[config.mk]
export PLATFORM = sky130hd
export DESIGN_NAME = vrp_div_cell
export DESIGN_NICKNAME = d
export VERILOG_FILES = /design/src/hw/rtl/vrp_pkg.sv /design/src/hw/rtl/vrp_div_cell.sv
export SDC_FILE = /design/constraint.sdc
export NUM_CORES = 1
export LEC_CHECK = 0
export BUFFER_PORTS_ARGS = -buffer_cell sky130_fd_sc_hd__buf_2
export CORE_AREA = 2 2 166 168
export DETAILED_ROUTE_END_ITERATION = 8
export DIE_AREA = 0 0 168 170
export PLACE_DENSITY_LB_ADDON = 0.15
export SETUP_SLACK_MARGIN = 0.4
export SYNTH_ARGS = -nofsm -noshare
export SYNTH_HDL_FRONTEND = slang
export SYNTH_SLANG_ARGS = --single-unit
[constraint.sdc]
create_clock -name clock -period 6.1 [get_ports clock]
set_input_delay 1.22 -clock clock [delete_from_list [all_inputs] [get_ports clock]]
set_output_delay 1.22 -clock clock [all_outputs]
set_load 0.005 [all_outputs]
[src/hw/rtl/vrp_pkg.sv]
package vrp_pkg;

   localparam int ANGLE_BITS   = 10;
   localparam int QUARTER_BITS = ANGLE_BITS - 2;
   localparam int QUARTER      = 1 << QUARTER_BITS;

   localparam int COORD_W   = 16;
   localparam int TRIG_W    = 16;
   localparam int TRIG_FRAC = 14;
   localparam int FOV_W     = 10;
   localparam int CENTER_W  = 10;
   localparam int CSR_IDX_W = 3;
   localparam int CSR_W     = 16;

   localparam int PROD_W = 2 * COORD_W;
   localparam int DEN_W  = 32;
   localparam int MUL_W  = DEN_W + FOV_W + 1;
   localparam int NUM_W  = MUL_W + 1;
   localparam int Q_BITS = COORD_W + 1;
   localparam int REM_W  = DEN_W + Q_BITS - 1;
   localparam int CMP_W  = DEN_W + Q_BITS;

   localparam logic [CSR_IDX_W-1:0] CSR_ANGLE  = 3'd0;
   localparam logic [CSR_IDX_W-1:0] CSR_FOV    = 3'd1;
   localparam logic [CSR_IDX_W-1:0] CSR_DIST   = 3'd2;
   localparam logic [CSR_IDX_W-1:0] CSR_CENTER_X = 3'd3;
   localparam logic [CSR_IDX_W-1:0] CSR_CENTER_Y = 3'd4;

   localparam logic [ANGLE_BITS-1:0] ANGLE_RESET  = '0;
   localparam logic [FOV_W-1:0]      FOV_RESET    = 10'd200;
   localparam logic [CSR_W-1:0]      DIST_RESET   = 16'd1280;
   localparam logic [CENTER_W-1:0]   CENTER_X_RESET = 10'd160;
   localparam logic [CENTER_W-1:0]   CENTER_Y_RESET = 10'd100;

   localparam longint unsigned HALF_PI_Q30 = 64'd1686629713;

   typedef struct packed {
      logic [REM_W-1:0]  rem;
      logic [Q_BITS-1:0] quo;
      logic              neg;
      logic              ovf;
   } div_lane_type;

   typedef struct packed {
      div_lane_type     lane_x;
      div_lane_type     lane_y;
      logic [REM_W-1:0] dsh;
      logic             fault;
   } div_data_type;

   typedef logic [TRIG_W-1:0] sine_rom_type [QUARTER+1];

   // shift and subtract quotient, only used while building the table
   function automatic longint unsigned udiv64(longint unsigned n, longint unsigned d);
      longint unsigned q;
      longint unsigned r;
      q = 64'd0;
      r = 64'd0;
      for (int b = 63; b >= 0; b--) begin
         r = {r[62:0], n[b]};
         q = q << 1;
         if (r >= d) begin
            r = r - d;
            q = q | 64'd1;
         end
      end
      return q;
   endfunction

   // taylor series sine in q30, rounded to q1.14
   function automatic logic [TRIG_W-1:0] rom_entry(int unsigned idx);
      longint unsigned x;
      longint unsigned x2;
      longint unsigned term;
      longint unsigned sum_pos;
      longint unsigned sum_neg;
      longint unsigned s;
      x = (longint'(idx) * HALF_PI_Q30 + longint'(QUARTER >> 1)) >> QUARTER_BITS;
      x2 = (x * x) >> 30;
      term = x;
      sum_pos = x;
      sum_neg = 0;
      for (int k = 1; k <= 8; k++) begin
         term = udiv64((term * x2) >> 30, 64'((2 * k) * (2 * k + 1)));
         if (k[0]) begin
            sum_neg = sum_neg + term;
         end else begin
            sum_pos = sum_pos + term;
         end
      end
      s = (sum_pos > sum_neg) ? sum_pos - sum_neg : 64'd0;
      s = (s + 64'd32768) >> 16;
      if (s > 64'd16384) begin
         s = 64'd16384;
      end
      return TRIG_W'(s);
   endfunction

   function automatic sine_rom_type build_rom();
      sine_rom_type rom;
      for (int i = 0; i <= QUARTER; i++) begin
         rom[i] = rom_entry(i);
      end
      return rom;
   endfunction

   localparam sine_rom_type SINE_ROM = build_rom();

   function automatic logic signed [TRIG_W-1:0] sine_of(logic [ANGLE_BITS-1:0] phase);
      logic [1:0]              quad;
      logic [QUARTER_BITS-1:0] r;
      logic [QUARTER_BITS:0]   idx;
      logic [TRIG_W-1:0]       mag;
      quad = phase[ANGLE_BITS-1 -: 2];
      r = phase[QUARTER_BITS-1:0];
      idx = quad[0] ? ((QUARTER_BITS+1)'(QUARTER) - {1'b0, r}) : {1'b0, r};
      mag = SINE_ROM[idx];
      return quad[1] ? -$signed(mag) : $signed(mag);
   endfunction

endpackage

[src/hw/rtl/vrp_div_cell.sv]
module vrp_div_cell (
   input  logic                  clock,
   input  logic                  reset,
   input  logic                  in_valid,
   output logic                  in_ready,
   input  vrp_pkg::div_data_type in_data,
   output logic                  out_valid,
   input  logic                  out_ready,
   output vrp_pkg::div_data_type out_data
);
   import vrp_pkg::*;

   logic         valid_ff;
   div_data_type data_ff;
   div_data_type data_in;

   // one restoring step: compare, subtract, shift in a quotient bit
   function automatic div_lane_type lane_step(div_lane_type l, logic [REM_W-1:0] dsh);
      div_lane_type n;
      logic         ge;
      n = l;
      ge = (l.rem >= dsh);
      n.rem = ge ? (l.rem - dsh) : l.rem;
      n.quo = {l.quo[Q_BITS-2:0], ge};
      return n;
   endfunction

   always_comb begin
      data_in = in_data;
      data_in.lane_x = lane_step(in_data.lane_x, in_data.dsh);
      data_in.lane_y = lane_step(in_data.lane_y, in_data.dsh);
      data_in.dsh = in_data.dsh >> 1;
   end

   assign in_ready  = !valid_ff || out_ready;
   assign out_valid = valid_ff;
   assign out_data  = data_ff;

   always_ff @(posedge clock) begin
      if (reset) begin
         valid_ff <= 1'b0;
      end else if (in_ready) begin
         valid_ff <= in_valid;
      end
      if (in_ready && in_valid) begin
         data_ff <= data_in;
      end
   end

endmodule

### Word-level counts from Yosys, hierarchy flattened

Cells that the tools add are included.

| storage, ports and cells | value |
|---|---|
| bits in registers | 183 |
| latch bits | 0 |
| bits in writable memories | 0 |
| ROM bits | 0 |
| bits of input ports | 187 |
| output and inout port bits | 185 |
| memories | 0 |

| operators by class | value |
|---|---|
| add/subtract/negate cells | 2 |
| $mul | 0 |
| divide/modulo/power cells | 0 |
| magnitude comparators | 2 |
| eq/ne operators | 0 |
| shifts and indexed selects | 0 |
| mux-type cells | 2 |
| bitwise logic cells | 0 |
| reductions and logical operators | 3 |

Operators by type and width:

| operator | count |
|---|---|
| $ge A48 B48 Y1 | 2 |
| $mux W48 | 2 |
| $sub A48 B48 Y48 | 2 |
| $logic_and A1 B1 Y1 | 1 |
| $logic_not A1 Y1 | 1 |
| $logic_or A1 B1 Y1 | 1 |

### Logic depth before layout (Yosys ltp)

| depth | value |
|---|---|
| depth in word-level cells | 3 |
| mapped depth | 16 |
| depth with buffers taken out | 13 |

### Worst setup path before layout

OpenSTA, ideal clock, no wires.

| timing path | value |
|---|---|
| path kind | input to register |
| start | input out_ready |
| end | register data_ff (netlist bit out_data[0]), enable pin |
| library setup time | 0.565 ns |
| arrival | 5.543 ns |
| setup slack | -0.008 ns |
| cell stages on the path | 2 |
| buffers on the path | 0 |
| cell sequence | nand2b_1 > and2_1 |

| between the ends | value |
|---|---|
| word-level cells in the longest chain between the ends | 2 |

Ends and longest elaborated chain:

| item | line | text |
|---|---|---|
| start: declaration | vrp_div_cell.sv:8 | `input logic out_ready,` |
| $logic_or A1 B1 Y1 | vrp_div_cell.sv:35 | `assign in_ready = !valid_ff \|\| out_ready;` |
| $logic_and A1 B1 Y1 | vrp_div_cell.sv:45 | `if (in_ready && in_valid) begin` |
| end signal: assignment | vrp_div_cell.sv:46 | `data_ff <= data_in;` |
| end: declaration | vrp_div_cell.sv:14 | `div_data_type data_ff;` |

No other way between the ends.
A chain may end at the register's enable or synchronous reset.

==> run_results.csv <==
group,metric,value,unit
logic_synthesis,yosysMostFrequentCell,"edfxtp_1",
min_path,hp-class,"flop to flop",
setup_path,cp-end-kind,"flop",
logic_synthesis,synth_top_family_by_area,"compound AO/OA/AOI/OAI gates",
pwr,p_total,0.00383,W
placement,io_buffers,368,
logic_synthesis,synthMuxAreaShare,0.00533,
placement,place_hpwl,30400,um
logic_synthesis,synth_edf_count,182,
placement,place_area,14700,um^2
setup_path,critical_path_class,"primary input to flop",
clocking,cts.clk_slew.worst_paths,70,ps
setup_path,r2r_slack,3820,ps
clocking,hold_buffers,0,
clocking,htree_levels,4,
logic_synthesis,synthSimpleGateAreaFrac,0.147,
timing,worst_slack,1680,ps
timing,hold_ws,535,ps
route,viasPerCell,5.59,
logic_synthesis,synth_nets,1612,
route,drc_errors,0,
final_layout,fin_nets,1942,
die,start_util,0.475,
route,detail_route.wl_per_cell,19.2,um
die,num_rows,60,
die,ioPinCount,372,
route,drt-initial-drc-count,960,
final_layout,syn2layout_area_growth,20.8,%
logic_synthesis,synth_top_area_share,0.431,
grt,grt_pass1_vias,10600,
timing,fin_crit_sh,0.724,
logic_synthesis,ys.flop_type,"edfxtp_1",
setup_path,cp-start-kind,"primary input",
logic_synthesis,syn_area_per_cell,9.55,um^2
setup_path,cp.required,6290,ps
timing,layout_min_cycle_time,4420,ps
route,route.antenna.remaining_nets,0,
final_layout,design_area,15300,um^2
logic_synthesis,ys_seq_area_frac,0.433,
timing,skew,15.7,ps
logic_synthesis,postSynthCellCount,1327,
timing,fmax,226,MHz
clocking,clk-insertion-delay-late,450,ps
placement,routabilityCongestion,0.965,
timing,setup_violations,0,
setup_path,crit_fanout,73,
logic_synthesis,synth_commonest_cells,"182 x edfxtp_1, 139 x nand2_1, 137 x a21oi_1",
clocking,cts_tree,"built",
clocking,cts_sinks,183,
route,wirelength,38600,um
clocking,cts_resized,0,
final_layout,drive_gt1_frac,0.259,
clocking,post_cts_buffers,0,
timing,maxSlewViolCount,0,
final_layout,fillers,2448,
logic_synthesis,synthAdderAreaFrac,0.0980,
logic_synthesis,yosys.area.top_type,"edfxtp_1",
logic_synthesis,synth_xor_area_frac,0.0491,
run,max-cap-violations,0,
pwr,ir_worst_vdd,0.154,mV
logic_synthesis,yosysUniqueCellTypes,79,
placement,pre_cts_ws,1310,ps
logic_synthesis,async_reset_ff_frac,0,
timing,tns,0,ps
status,status,"finished, final reports clean",
grt,overflow,0,
grt,grt_pass1_wl,58300,um
grt,grt_max_degree,108,
logic_synthesis,ys_warn_count,0,
timing,worstMarginPinSlew,1060,ps
die,die_h,170,um
clocking,cts_buffers,17,
logic_synthesis,syn_area,12700,um^2
clocking,clockBufferDepth,2,
timing,hold_viol,0,
logic_synthesis,synth_compound_area_frac,0.217,
route,vias,11300,
die,dieWidth,168,um
route,first_pass_iters,5,
pwr,power_density,251,nW/um^2
pwr,power_leakage,6.91,nW
timing,rsz0062_at_grt,"no",
setup_path,worstPathArrival,4610,ps
die,core,26700,um^2
grt,grt_use_total,0.264,
grt,antenna_found_initial,9,
logic_synthesis,ys_seq_elements,183,
timing,slew_headroom,0.291,
die,dieArea,28600,um^2
logic_synthesis,synth.area.top_cells,"edfxtp_1 43%, ha_1 9.5%, a21oi_1 5.4%, nand2_1 4.1%, a21o_1 3.5%",
clocking,root_buffer,"clkbuf_16",
==> cell families after synthesis <==
group,Yosys count
AOI/OAI and AO/OA,431
xor gates and xnor gates,71
adders and majority gates,98
buffers and inverters,145
DFF,183
muxes,6
other,1
and+or+nand+nor,392
==> path summary, 6_finish.rpt <==
check / to / startpoint / depth (start not counted)
setup / recovery: out_data[85] / in_data[22] / 11
hold / removal: out_valid / out_valid / 2
setup reg to reg: out_data[109] / out_valid / 3
hold reg to reg: out_valid / out_valid / 2
==> power breakdown <==
| part | leakage (nW) | switching, W | internal (W) | total, W |
|---|---|---|---|---|
| combinational | 4.84 | 0.000653 | 0.000428 | 0.00108 |
| sequential | 1.77 | 0.0000253 | 0.00153 | 0.00156 |
| clock | 0.301 | 0.000599 | 0.000598 | 0.00120 |
==> through the flow <==
stage / utilization / std cells
2_1_floorplan: - / 1327
3_3_place_gp: 0.550 / 1979
3_5_place_dp: 0.550 / 1979
4_1_cts: 0.574 / 2011
5_1_grt: 0.574 / 2013
6_report: 0.574 / 2017
==> worst max-delay path: stages <==
cell and delay, ps:
buf_2 90, inv_1 70, ha_1 450, nand4_1 220, nor3_1 700, and4_1 320
a21bo_1 250, and3_1 150, or2_1 270, clkinv_4 400, mux2_2 410
==> routing by layer <==
metal	vias to the layer above	part of all wire	track usage
li1	5573	-	-
met1	5216	0.44	0.348
met2	421	0.46	0.433
met3	55	0.081	0.0688
met4	2	0.021	0.0711
met5	-	0.00034	0
==> state kept, by name, summed over array words and instances, names as in the netlist <==
| signal | count |
|---|---|
| out_data | 182 |
| out_valid | 1 |
==> cells in the final DEF, fill, tap and decap left out, types with 10 or more instances in the layout <==
cell / synthesis / final
nor2b_1: 11 / 11
inv_1: 80 / 80
clkbuf_16: 0 / 17
nand2_1: 139 / 139
and3_1: 11 / 11
xnor2_1: 45 / 45
o21a_1: 19 / 19
buf_2: 20 / 368
nand3_1: 24 / 24
edfxtp_1: 182 / 182
o31ai_1: 23 / 23
nand4_1: 28 / 28
a21o_1: 59 / 59
ha_1: 96 / 96
o21bai_1: 27 / 27
o21ai_0: 87 / 87
a21oi_1: 137 / 137
nor3_1: 25 / 25
nor2_1: 93 / 93
xor2_1: 26 / 26
and2_1: 11 / 10
==> area by class of cell <==
type / instances / area, um^2 / area share
Antenna cell: 6 / 15.0 / 0.000981
Tap cell: 341 / 427 / 0.0279
Multi-Input combinational cell: 999 / 6550 / 0.428
Clock buffer: 17 / 425 / 0.0278
Timing Repair Buffer: 374 / 1900 / 0.124
Clock inverter: 15 / 196 / 0.0128
Inverter: 82 / 313 / 0.0204
Sequential cell: 183 / 5490 / 0.358
Power figures use the tool's default switching activity.
